==> src/rtl/jsu_pkg.sv <==
// Package for the JSON string unescape unit: phase codes, error codes,
// character constants, decoder state and result structs, hex digit decode.
// Used by jsu_decode and json_string_unescape_unit.
package jsu_pkg;

    localparam int DATA_W = 8;
    localparam int ERR_W  = 3;
    localparam int ACC_W  = 16;
    localparam int HEXC_W = 2;

    // Decoder phase, one-hot
    typedef enum logic [3:0] {
        PH_IDLE = 4'b0001,
        PH_STR  = 4'b0010,
        PH_ESC  = 4'b0100,
        PH_HEX  = 4'b1000
    } phase_t;

    localparam logic [ERR_W-1:0] ERR_NONE      = 3'd0;
    localparam logic [ERR_W-1:0] ERR_NO_QUOTE  = 3'd1;
    localparam logic [ERR_W-1:0] ERR_UNT_ESC   = 3'd2;
    localparam logic [ERR_W-1:0] ERR_BAD_UNI   = 3'd3;
    localparam logic [ERR_W-1:0] ERR_BAD_ESC   = 3'd4;
    localparam logic [ERR_W-1:0] ERR_UNT_STR   = 3'd5;

    localparam logic [DATA_W-1:0] CH_SPACE = 8'h20;
    localparam logic [DATA_W-1:0] CH_TAB   = 8'h09;
    localparam logic [DATA_W-1:0] CH_CR    = 8'h0D;
    localparam logic [DATA_W-1:0] CH_LF    = 8'h0A;
    localparam logic [DATA_W-1:0] CH_QUOTE = 8'h22;
    localparam logic [DATA_W-1:0] CH_BSL   = 8'h5C;
    localparam logic [DATA_W-1:0] CH_SLASH = 8'h2F;
    localparam logic [DATA_W-1:0] CH_QMARK = 8'h3F;
    localparam logic [DATA_W-1:0] CH_LC_B  = 8'h62;
    localparam logic [DATA_W-1:0] CH_LC_F  = 8'h66;
    localparam logic [DATA_W-1:0] CH_LC_N  = 8'h6E;
    localparam logic [DATA_W-1:0] CH_LC_R  = 8'h72;
    localparam logic [DATA_W-1:0] CH_LC_T  = 8'h74;
    localparam logic [DATA_W-1:0] CH_LC_U  = 8'h75;
    localparam logic [DATA_W-1:0] CH_BS    = 8'h08;
    localparam logic [DATA_W-1:0] CH_FF    = 8'h0C;

    localparam logic [ACC_W-1:0] ASCII_LIMIT = 16'd128;

    typedef struct packed {
        phase_t            phase;
        logic [HEXC_W-1:0] hex_cnt;
        logic [ACC_W-1:0]  acc;
    } jsu_state_t;

    typedef struct packed {
        logic              emit;
        logic [DATA_W-1:0] out_byte;
        logic              byte_valid;
        logic              string_done;
        logic [ERR_W-1:0]  error_code;
    } jsu_result_t;

    typedef struct packed {
        logic       ok;
        logic [3:0] val;
    } hex_digit_t;

    function automatic hex_digit_t hex_value(input logic [DATA_W-1:0] b);
        hex_digit_t h;
        h.ok  = 1'b1;
        h.val = 4'd0;
        if (b >= 8'h30 && b <= 8'h39) begin
            h.val = 4'(b - 8'h30);
        end else if (b >= 8'h61 && b <= 8'h66) begin
            h.val = 4'(b - 8'h57);
        end else if (b >= 8'h41 && b <= 8'h46) begin
            h.val = 4'(b - 8'h37);
        end else begin
            h.ok = 1'b0;
        end
        return h;
    endfunction

endpackage

==> src/rtl/jsu_decode.sv <==
// Next-state and result logic for one item of the JSON string unescape unit.
// Purely combinational; depends on jsu_pkg.
module jsu_decode (
    input  jsu_pkg::jsu_state_t        cur,
    input  logic [jsu_pkg::DATA_W-1:0] data_byte,
    input  logic                       end_of_data,
    output jsu_pkg::jsu_state_t        nxt,
    output jsu_pkg::jsu_result_t       res
);
    import jsu_pkg::*;

    hex_digit_t       hd;
    logic [ACC_W-1:0] acc_shift;

    assign hd        = hex_value(data_byte);
    assign acc_shift = {cur.acc[ACC_W-5:0], hd.val};

    always_comb begin
        nxt = cur;
        res = '0;
        case (cur.phase)
            PH_IDLE: begin
                if (end_of_data) begin
                    res.emit       = 1'b1;
                    res.error_code = ERR_NO_QUOTE;
                end else if (data_byte inside {CH_SPACE, CH_TAB, CH_CR, CH_LF}) begin
                    // skip blank
                end else if (data_byte == CH_QUOTE) begin
                    nxt.phase = PH_STR;
                end else begin
                    res.emit       = 1'b1;
                    res.error_code = ERR_NO_QUOTE;
                end
            end
            PH_STR: begin
                if (end_of_data) begin
                    nxt.phase      = PH_IDLE;
                    res.emit       = 1'b1;
                    res.error_code = ERR_UNT_STR;
                end else if (data_byte == CH_QUOTE) begin
                    nxt.phase       = PH_IDLE;
                    res.emit        = 1'b1;
                    res.string_done = 1'b1;
                end else if (data_byte == CH_BSL) begin
                    nxt.phase = PH_ESC;
                end else begin
                    res.emit       = 1'b1;
                    res.out_byte   = data_byte;
                    res.byte_valid = 1'b1;
                end
            end
            PH_ESC: begin
                if (end_of_data) begin
                    nxt.phase      = PH_IDLE;
                    res.emit       = 1'b1;
                    res.error_code = ERR_UNT_ESC;
                end else begin
                    nxt.phase      = PH_STR;
                    res.emit       = 1'b1;
                    res.byte_valid = 1'b1;
                    case (data_byte)
                        CH_QUOTE: res.out_byte = CH_QUOTE;
                        CH_BSL:   res.out_byte = CH_BSL;
                        CH_SLASH: res.out_byte = CH_SLASH;
                        CH_LC_B:  res.out_byte = CH_BS;
                        CH_LC_F:  res.out_byte = CH_FF;
                        CH_LC_N:  res.out_byte = CH_LF;
                        CH_LC_R:  res.out_byte = CH_CR;
                        CH_LC_T:  res.out_byte = CH_TAB;
                        CH_LC_U: begin
                            nxt.phase      = PH_HEX;
                            nxt.hex_cnt    = '0;
                            nxt.acc        = '0;
                            res.emit       = 1'b0;
                            res.byte_valid = 1'b0;
                        end
                        default: begin
                            nxt.phase      = PH_IDLE;
                            res.byte_valid = 1'b0;
                            res.error_code = ERR_BAD_ESC;
                        end
                    endcase
                end
            end
            PH_HEX: begin
                if (end_of_data || !hd.ok) begin
                    nxt.phase      = PH_IDLE;
                    nxt.hex_cnt    = '0;
                    nxt.acc        = '0;
                    res.emit       = 1'b1;
                    res.error_code = ERR_BAD_UNI;
                end else if (cur.hex_cnt == {HEXC_W{1'b1}}) begin
                    // fourth digit: emit ASCII code point or substitute
                    nxt.phase      = PH_STR;
                    nxt.hex_cnt    = '0;
                    nxt.acc        = '0;
                    res.emit       = 1'b1;
                    res.byte_valid = 1'b1;
                    res.out_byte   = (acc_shift < ASCII_LIMIT) ? acc_shift[DATA_W-1:0]
                                                               : CH_QMARK;
                end else begin
                    nxt.acc     = acc_shift;
                    nxt.hex_cnt = cur.hex_cnt + 1'b1;
                end
            end
            default: begin
                nxt.phase   = PH_IDLE;
                nxt.hex_cnt = '0;
                nxt.acc     = '0;
            end
        endcase
    end

endmodule

==> src/rtl/json_string_unescape_unit.sv <==
// Top level of the JSON string unescape unit: input register, decoder state,
// result register and handshakes. Depends on jsu_pkg and jsu_decode.
//
// Usage: each input item is one character byte (s_data_byte) or, with
// s_end_of_data set, an end-of-input mark. Items enter on s_valid/s_ready.
// Each item gives zero or one result on m_valid/m_ready: a decoded byte
// (m_byte_valid), a closing-quote mark (m_string_done) or an error code.
// Blanks before a string, the opening quote, a backslash and the first
// three hex digits of a \u escape give no result.
// Path: an accepted item sits in the input register while the decoder works,
// and its result loads into the result register once that register is free.
// Throughput: one item per cycle while m_ready does not hold back results;
// the state update lies between the input and result registers.
// Stall: while m_ready is low and a result waits, the input register holds
// and s_ready drops once it is full; no item is lost or repeated.
// Reset (aresetn low, synchronous): both registers empty, decoder idle,
// waiting for an opening quote.
module json_string_unescape_unit (
    input  logic                       aclk,
    input  logic                       aresetn,
    input  logic                       s_valid,
    output logic                       s_ready,
    input  logic [jsu_pkg::DATA_W-1:0] s_data_byte,
    input  logic                       s_end_of_data,
    output logic                       m_valid,
    input  logic                       m_ready,
    output logic [jsu_pkg::DATA_W-1:0] m_out_byte,
    output logic                       m_byte_valid,
    output logic                       m_string_done,
    output logic [jsu_pkg::ERR_W-1:0]  m_error_code
);
    import jsu_pkg::*;

    logic              in_valid_reg, in_valid_next;
    logic [DATA_W-1:0] in_byte_reg;
    logic              in_eod_reg;
    jsu_state_t        st_reg, st_next, st_dec;
    jsu_result_t       res_dec;
    logic              out_valid_reg, out_valid_next;
    jsu_result_t       out_reg;
    logic              out_free;
    logic              proc;

    jsu_decode u_decode (
        .cur         (st_reg),
        .data_byte   (in_byte_reg),
        .end_of_data (in_eod_reg),
        .nxt         (st_dec),
        .res         (res_dec)
    );

    assign out_free = !out_valid_reg || m_ready;
    assign proc     = in_valid_reg && out_free;
    assign s_ready  = !in_valid_reg || out_free;

    always_comb begin
        in_valid_next  = in_valid_reg;
        st_next        = st_reg;
        out_valid_next = out_valid_reg;
        if (out_valid_reg && m_ready) begin
            out_valid_next = 1'b0;
        end
        if (proc) begin
            st_next        = st_dec;
            out_valid_next = res_dec.emit;
            in_valid_next  = 1'b0;
        end
        if (s_valid && s_ready) begin
            in_valid_next = 1'b1;
        end
    end

    always_ff @(posedge aclk) begin
        if (!aresetn) begin
            in_valid_reg  <= 1'b0;
            out_valid_reg <= 1'b0;
            st_reg.phase  <= PH_IDLE;
            st_reg.hex_cnt <= '0;
            st_reg.acc    <= '0;
        end else begin
            in_valid_reg  <= in_valid_next;
            out_valid_reg <= out_valid_next;
            st_reg        <= st_next;
        end
    end

    // payload registers: load on accept, hold otherwise
    always_ff @(posedge aclk) begin
        if (s_valid && s_ready) begin
            in_byte_reg <= s_data_byte;
            in_eod_reg  <= s_end_of_data;
        end
        if (proc && res_dec.emit) begin
            out_reg <= res_dec;
        end
    end

    assign m_valid       = out_valid_reg;
    assign m_out_byte    = out_reg.out_byte;
    assign m_byte_valid  = out_reg.byte_valid;
    assign m_string_done = out_reg.string_done;
    assign m_error_code  = out_reg.error_code;

`ifndef SYNTH
    a_done_clean: assert property (@(posedge aclk) disable iff (!aresetn)
        (m_valid && m_string_done) |-> (!m_byte_valid && m_error_code == ERR_NONE))
        else $error("string_done result carries byte or error");

    a_err_no_byte: assert property (@(posedge aclk) disable iff (!aresetn)
        (m_valid && m_error_code != ERR_NONE) |-> !m_byte_valid)
        else $error("error result carries a byte");

    a_err_to_idle: assert property (@(posedge aclk) disable iff (!aresetn)
        (proc && res_dec.error_code != ERR_NONE) |=> (st_reg.phase == PH_IDLE))
        else $error("decoder not idle after error");

    a_hex_cnt_phase: assert property (@(posedge aclk) disable iff (!aresetn)
        (st_reg.hex_cnt != '0) |-> (st_reg.phase == PH_HEX))
        else $error("hex digit count outside unicode escape");

    a_hold_on_stall: assert property (@(posedge aclk) disable iff (!aresetn)
        (in_valid_reg && !out_free) |=> (in_valid_reg && $stable(st_reg)))
        else $error("decoder advanced while result register blocked");
`endif

endmodule

==> config.mk <==
export PLATFORM = sky130hd
export DESIGN_NAME = json_string_unescape_unit
export DESIGN_NICKNAME = d
export VERILOG_FILES = /design/src/rtl/jsu_pkg.sv /design/src/rtl/jsu_decode.sv /design/src/rtl/json_string_unescape_unit.sv
export SDC_FILE = /design/constraint.sdc
export NUM_CORES = 1
export LEC_CHECK = 0
export BUFFER_PORTS_ARGS = -buffer_cell sky130_fd_sc_hd__buf_4
export CORE_MARGIN = 4
export CORE_UTILIZATION = 40
export CTS_BUF_LIST = sky130_fd_sc_hd__clkbuf_16
export CTS_CLUSTER_DIAMETER = 120
export DETAILED_ROUTE_END_ITERATION = 12
export SKIP_CTS_REPAIR_TIMING = 1
export SYNTH_ARGS = -nofsm -noshare
export SYNTH_HDL_FRONTEND = slang
export SYNTH_SLANG_ARGS = --single-unit
==> constraint.sdc <==
create_clock -name aclk -period 7.33 [get_ports aclk]
set_input_delay 0.733 -clock aclk [delete_from_list [all_inputs] [get_ports aclk]]
set_output_delay 0.733 -clock aclk [all_outputs]
set_load 0.05 [all_outputs]
# --- Word-level counts from Yosys, hierarchy flattened ---
# Index checks and enable logic that the tools add are counted.
classes:
  n_reduce_logical: 22
  n_mux: 53
  addsub: 4
  n_lt_le_gt_ge: 7
  eq_ne: 25
  bitwise_logic: 2
op_table:
  columns: ["cell", "count"]
  rows:
  - ["== test 8 x 7 -> 1 bit, second input constant", 7]
  - ["case mux 7 bit (8 select lines)", 1]
  - ["two-way mux 18 bit", 3]
  - ["case mux 18 bit (3 select lines)", 1]
  - ["two-way mux 4 bit", 11]
  - ["two-way mux 10 bit", 3]
  - ["two-way mux 9 bit", 3]
  - ["case mux 9 bit (3 select lines)", 1]
  - ["== test 8 x 4 -> 1 bit, second input constant", 3]
  - ["== test 8 x 6 -> 1 bit, second input constant", 3]
  - ["two-way mux 22 bit", 1]
  - ["two-way mux 1 bit", 18]
  - [">= comparator 8 x 7 -> 1 bit, second input constant", 2]
  - ["less-or-equal comparator 8 x 7 -> 1 bit, second input constant", 2]
  - ["< comparator 16 x 8 -> 1 bit, second input constant", 1]
  - ["case mux 4 bit (4 select lines)", 1]
  - ["two-way mux 3 bit", 5]
  - ["case mux 3 bit (4 select lines)", 1]
  - ["OR reduction 9 bit", 1]
  - [">= comparator 8 x 6 -> 1 bit, second input constant", 1]
  - ["less-or-equal comparator 8 x 6 -> 1 bit, second input constant", 1]
  - ["two-way mux 8 bit", 1]
  - ["inequality test 2 bit, second input constant", 4]
  - ["case mux 4 bit (2 select lines)", 1]
  - ["other kinds (23)", 37]
word_totals:
  reg_bits: 42
  output_inout_bits: 15
  input_bits: 13

# --- Logic depth before layout (Yosys ltp) ---
# Gate-level depths: netlist (run 1).
depth:
  depth_word: 11
  ltp_mapped: 9
  mapped_depth_nobuf: 8

# --- Modules after synthesis ---
# Synthesis (run 1) repeated with hierarchy kept, for this count alone.
hier_totals:
  hier_cells: 296
  hier_area_um2: 2864.0
by_module_without_submodules:
  columns: ["module", "cells_per_inst", "area_each_um2", "n_inst", "seq_area_each_um2"]
  rows:
  - ["json_string_unescape_unit", 130, 1669.1, 1, 1141.1]
  - ["jsu_decode", 166, 1194.9, 1, 0.0]

# --- Worst setup path after synthesis (run 1) ---
# Ideal clock, no wire load.
synth_timing:
  path_type: "flip-flop to flip-flop"
  from: "register in_byte_reg[0]"
  to: "register out_reg, in the netlist m_byte_valid, enable pin"
  t_required_ps: 6927
  path_stages_with_launch: 9
  slack_ps: 4224
  arrival_ps: 2703
  synth_period_minus_slack_ps: 3106
  cell_sequence: "edfxtp_1 -> inv_1 -> ha_1 -> nor3b_1 -> a311oi_4 -> nor2_1 -> or3_1 -> nand2_1 -> a21boi_0"
synth_between:
  elab_chain_len: 10
  elab_cells_between_ends: 33
  classes_between: "order compare: 6; eq/ne: 7; mux: 13; reduce/logical: 7"
synth_lines:
  columns: ["item", "line", "source"]
  rows:
  - ["start, declared", "json_string_unescape_unit.sv:35", "logic [DATA_W-1:0] in_byte_reg;"]
  - ["start signal, assigned", "json_string_unescape_unit.sv:90", "in_byte_reg <= s_data_byte;"]
  - [">= comparator 8 x 7 -> 1 bit / less-or-equal comparator 8 x 7 -> 1 bit (equally long branches)", "jsu_pkg.sv:72", "end else if (b >= 8'h41 && b <= 8'h46) begin"]
  - ["logical AND 1 bit", "jsu_pkg.sv:72", null]
  - ["two-way mux 1 bit", "jsu_pkg.sv:72", null]
  - ["two-way mux 1 bit", "jsu_pkg.sv:70", "end else if (b >= 8'h61 && b <= 8'h66) begin"]
  - ["two-way mux 1 bit", "jsu_pkg.sv:68", "if (b >= 8'h30 && b <= 8'h39) begin"]
  - ["logical NOT 1 bit", "jsu_decode.sv:86", "if (end_of_data || !hd.ok) begin"]
  - ["logical OR 1 bit", "jsu_decode.sv:86", null]
  - ["two-way mux 1 bit", "jsu_decode.sv:86", null]
  - ["case mux 1 bit (4 select lines) (*)", "jsu_decode.sv:21", "case (cur.phase)"]
  - ["logical AND 1 bit (*)", "json_string_unescape_unit.sv:93", "if (proc && res_dec.emit) begin"]
  - ["end signal, assigned", "json_string_unescape_unit.sv:94", "out_reg <= res_dec;"]
  - ["end, declared", "json_string_unescape_unit.sv:40", "jsu_result_t out_reg;"]
# Every way passes the cells marked *; elsewhere a longest branch is shown, timed or not.
# A chain may end at the register's enable or synchronous reset.

# --- Worst setup path in the final report (run 1) ---
layout_timing:
  from: "register in_byte_reg[0]"
  to: "register out_reg, in the netlist m_out_byte[0], enable pin"
# Same word-level chain as after synthesis.

==> metrics, run 1 <==
Design Area, Final 2746 sq um; CTS tree done; Mapped Area 2369 sq um; Final Setup Violations 0; sequential area share after synthesis 44.80%; IO Count 28; clk buf depth 2; row count 27; Final Hold Vio Count 0; WL/cell 16.40 um; Post-synth top flop edfxtp_1; Critical Path AT 3.33 ns; Top delay family on crit path compound AO/OA/AOI/OAI gates; Via density 5.858; unrepaired setup endpoints after global routing false; RR Startpoint in_byte_reg[0]$_DFFE_PP_; antenna violations before repair 0; total die area 7217 sq um; HP Class reg2reg; worst path bufs/invs 1; Die Y 84.95 um; crit end category register; gr usage total 15.10%; clock sink count 42; first-pass GRT wire length 8811 um; ant diodes 0; DR pass1 iterations 5; asr flop ratio synth 0%; Final min period 3.411 ns; synthesized area per cell 9.994 sq um; root buf cell clkbuf_16; DRC Markers 0; core outline area 5608 sq um; Detail Route Antenna Nets 0; total CTS buffers 5; Post-Syn Nets 255; Post-DP HPWL 3942 um; YS warnings 0; critical path type reg2reg; vias 1,945; FMAX 293.2 MHz; Pleak 0.9377 nW; placed inst area 2609 sq um; vias in the first global route 1,733; Max FO, Critical Path 13; pre-CTS WS 4.014 ns; Final Cycle Share 46.54%; initial core utilization 42.24%; Least-Margin Pin Slew 1.109 ns; final-stage net count 277; die width 84.95 um; Initial DRC Count 256; clk slew on worst S/H paths 0.06 ns; pwr/cell area 187.2 nW/um^2; Max-Cap Viols 0; Synth Instances 237; worst-skew pair later-pin latency 0.28 ns; Max stage delay cell, worst path a2111oi_2; Final GP Congestion 0.8601; Synth cell types 59; Core Util, Final 48.97%; total wire length 5446 um; GRT Residual Overflow 0; Max-slew headroom 25.94%; Setup Skew 0.007255 ns; EDFF count, synth 22; CP Cell Sequence inv_1 > ha_1 > o21bai_1 > a2111oi_2 > nor2_1 > or3_1 > nand2_1 > a21boi_1; status finished, final reports clean; Req. time, crit path 7.25 ns; number of flip-flops under the largest register name 18; setup slack after layout 3.919 ns; number of synthesized register bits 42; crit path launch in_byte_reg[0]$_DFFE_PP_; ratio of cells with drive above 1 in the final layout 17.69%; CP Launch Type register; H-tree depth 2; CP peak stage delay 0.98 ns; PortBufs 27; fin. max-slew vios 0; hold_sp st_reg[2]$_SDFFE_PN0P_; synthesis-to-finish area growth 15.95%; TNS Setup 0 ns; Peak supply drop 106.0 uV; largest net degree at the start of global routing 26
-- cell families (layout without fill, tap and decap cells) --
kind of cell | after synthesis | in the layout | synth area share (%)
AND/OR/NAND/NOR | 101 | 101 | 25.67
AO/OA/AOI/OAI | 66 | 66 | 20.87
flip-flops | 42 | 42 | 44.80
buffers and inverters | 16 | 39 | 3.116
adder cells (fa/ha/maj) | 5 | 5 | 2.641
multiplexers | 5 | 5 | 2.166
XOR/XNOR | 2 | 2 | 0.7397
-- synth_stat cells (2+ instances only) --
library cell / instances / area share [%]
a2111oi_0: 2 / 0.74
xnor2_1: 2 / 0.74
nand4b_1: 3 / 1.1
or3_1: 4 / 1.1
dfxtp_1: 20 / 17
nor3_1: 7 / 1.5
a22oi_1: 13 / 4.1
or4b_1: 2 / 0.85
a21oi_1: 13 / 2.7
or4b_2: 2 / 0.85
clkbuf_1: 5 / 0.79
nor4_1: 4 / 1.1
o211ai_1: 4 / 1.3
nor2_1: 12 / 1.9
a221o_1: 4 / 1.7
a21o_1: 2 / 0.63
o21ai_0: 12 / 2.5
nand3_1: 8 / 1.7
ha_1: 5 / 2.6
inv_1: 4 / 0.63
buf_2: 5 / 1.1
edfxtp_1: 22 / 28
nor3b_1: 4 / 1.3
nand4_1: 2 / 0.53
nand2_1: 16 / 2.5
nor4b_1: 2 / 0.74
mux2i_1: 4 / 1.7
and2_1: 2 / 0.53
nand2b_1: 2 / 0.53
nand3b_1: 3 / 0.95
nor2b_1: 19 / 5.0
-- tightest hold or removal path, delay by kind of cell, from the launching register on --
family | cells | cell delay (ns)
compound gates | 1 | 0.06
flops | 1 | 0.33
simple gates | 1 | 0.06
-- path summary, 6_finish.rpt --
path | slack (ns) | cells past startpoint | end
hold reg to reg | 0.50 | 2 | st_reg[2]$_SDFFE_PN0P_
setup reg to reg | 3.92 | 8 | m_out_byte[0]$_DFFE_PP_
hold / removal | 0.50 | 2 | st_reg[2]$_SDFFE_PN0P_
setup / recovery | 3.92 | 8 | m_out_byte[0]$_DFFE_PP_
-- per-stage QoR --
stage	hold WS, ns	std cells	power (mW)
5_1_grt	0.5749	332	0.5330
3_3_place_gp	0.4838	324	0.3128
2_1_floorplan	0.4623	237	0.2974
3_5_place_dp	0.4878	324	0.3132
6_report	0.5013	332	0.5141
4_1_cts	0.4985	332	0.5178
-- metal layers --
metal / GRT usage [%] / wire length (um)
met1: 21.12 / 2551
met4: 3.453 / 23
met5: 0 / 0
met3: 3.204 / 330
met2: 23.94 / 2540
-- layout by cell type (no fill, tap or decap), types with 3 or more instances in the layout --
cell type	netlist	routed
buf_4	0	27
mux2i_1	4	4
nor2_1	12	12
a22oi_1	13	13
nand3_1	8	8
nor2b_1	19	19
nor3b_1	4	4
or3_1	4	4
dfxtp_1	20	20
o21ai_0	12	12
nand4b_1	3	3
nor4_1	4	4
inv_1	4	5
clkbuf_16	0	5
nor3_1	7	7
a221o_1	4	4
a21oi_1	13	13
edfxtp_1	22	22
nand3b_1	3	3
ha_1	5	5
o211ai_1	4	4
nand2_1	16	16
-- power by group --
group | internal [mW] | switching, mW | leakage [nW]
Clock | 0.123 | 0.0827 | 0.0724
Sequential | 0.255 | 0.0107 | 0.372
Combinational | 0.0170 | 0.0262 | 0.493
-- final cells by class --
cell class	instances	area, sq um
fillers	552	2861
multi-input cells	179	1240
flip-flops and latches	42	1061
repair buffers	27	202.7
clock buffers	5	125.1
well taps	72	90.09
inverters	4	15.01
clock inverters	3	12.51
(Power assumes the default switching activity.)
==> run 2, diff against run 1 <==
- clock period: 7.33 -> 3.03 ns (I/O delays scaled with it)
==> metrics, run 2 (synthesized netlist as in run 1, its figures left out) <==
status finished, final reports clean; number of flip-flops under the largest register name 18; HP Class in2reg; root buf cell clkbuf_16; Comb pwr share 8.7%; IO Count 28; gr usage total 14.94%; core outline area 5608 sq um; Final Hold Vio Count 0; path depth of the worst reg2reg path 7; Post-DP HPWL 3941 um; CTS tree done; antenna violations before repair 0; final-stage net count 287; FMAX 373.4 MHz; most common cell after layout, fill and taps aside buf_4; ant diodes 0; synthesis-to-finish area growth 21.08%; Max FO, Critical Path 8; total power 1.371 mW; Critical Path AT 2.86 ns; area of the multi-input gates 1240 sq um; Switching Fraction 22.10%; CP Depth 7; CP peak stage delay 0.54 ns; Detail Route Antenna Nets 0; clock sink count 42; Pleak 1.006 nW; Via density 5.763; sequential power share 46.2%; hold path depth 1; Max-slew headroom 55.62%; first-pass GRT wire length 8694 um; total wire length 5306 um; crit end category register; DR pass1 iterations 5; clk slew on worst S/H paths 0.06 ns; Final Setup Violations 0; non-filler instance count after layout 342; Max stage delay cell, worst path edfxtp_1; Max-Cap Viols 0; Top delay family on crit path compound AO/OA/AOI/OAI gates; vias in the first global route 1,772; unrepaired setup endpoints after global routing false; ratio of cells with drive above 1 in the final layout 21.48%; Least-Margin Pin Slew 0.6564 ns; pwr/cell area 478.1 nW/um^2; GRT Residual Overflow 0; Net Switching 0.3029 mW; most frequent cells in the layout 37 x buf_4, 22 x edfxtp_1, 20 x dfxtp_1, 19 x nor2b_1, 16 x nand2_1; DP Cell Count 334; register area 1061 sq um; critical path type reg2reg; row count 27; total die area 7217 sq um; total CTS buffers 5; worst path bufs/invs 0; Peak supply drop 335.1 uV; Req. time, crit path 3.21 ns; initial core utilization 42.24%; Final GP Congestion 0.8463; clock share of power 45.1%; TNS Setup 0 ns; CP Launch Type register; die width 84.95 um; fin. max-slew vios 0; WL/cell 15.51 um; P_int 1.068 mW; CP Cell Sequence ha_1 > or3b_1 > a2111o_1 > a221o_1 > o21ba_4 > mux2i_1 > nor2b_1; Final Cycle Share 88.39%; DRC Markers 0; Die Y 84.95 um; H-tree depth 2; clk buf depth 2; vias 1,971; Layout fillers 541; worst-skew pair later-pin latency 0.29 ns; PortBufs 27; Initial DRC Count 274; Final min period 2.678 ns; Setup Skew 0.008925 ns; largest net degree at the start of global routing 26
-- run 2: cell types whose count changed in the layout (fill, tap and decap cells not counted), sizes merged --
cell    before  now
clkinv       2    1
clkbuf       5    7
inv          5    4
buf         27   37
-- run 2: layout make-up --
type	count	area share [%]
inverters	4	0.5236
clock buffers	7	6.108
multi-input cells	179	43.24
flip-flops and latches	42	37.00
clock inverters	1	0.3054
repair buffers	37	9.686
well taps	72	3.141
-- run 2: layer usage --
| metal | global-route usage [%] | wire length (um) |
|---|---|---|
| met1 | 20.57 | 2485 |
| met2 | 22.74 | 2335 |
| met3 | 3.204 | 354 |
| met4 | 6.043 | 131 |
| met5 | 0 | 0 |
-- run 2: power groups by stage --
| stage | combinational, mW | clock [mW] | sequential (mW) |
|---|---|---|---|
| 4_1_cts | 0.119 | 0.630 | 0.633 |
| 3_3_place_gp | 0.120 | 0 | 0.645 |
| 6_report | 0.119 | 0.619 | 0.633 |
| 2_1_floorplan | 0.0551 | 0 | 0.664 |
| 5_1_grt | 0.127 | 0.659 | 0.635 |
| 3_5_place_dp | 0.119 | 0 | 0.645 |
-- run 2: through the flow --
stage               hold slack [ns]  util [%]  setup slack (ns)  instance area (sq um)
finish                       0.1929     51.14            0.3517                   2868
global placement             0.4807     47.86            0.3958                   2684
floorplan                    0.4019         -            0.2346                   2369
CTS                          0.1886     51.14            0.3629                   2868
global route                 0.1847     51.14            0.2250                   2868
detailed placement           0.4825     47.86            0.3885                   2684
-- run 2: path summary, 6_finish.rpt --
kind	start	slack (ns)	end
setup / recovery	in_byte_reg[1]$_DFFE_PP_	0.35	st_reg[20]$_SDFFE_PN0P_
hold / removal	s_data_byte[4]	0.19	in_byte_reg[4]$_DFFE_PP_
setup reg to reg	in_byte_reg[1]$_DFFE_PP_	0.35	st_reg[20]$_SDFFE_PN0P_
hold reg to reg	st_reg[2]$_SDFFE_PN0P_	0.51	st_reg[2]$_SDFFE_PN0P_
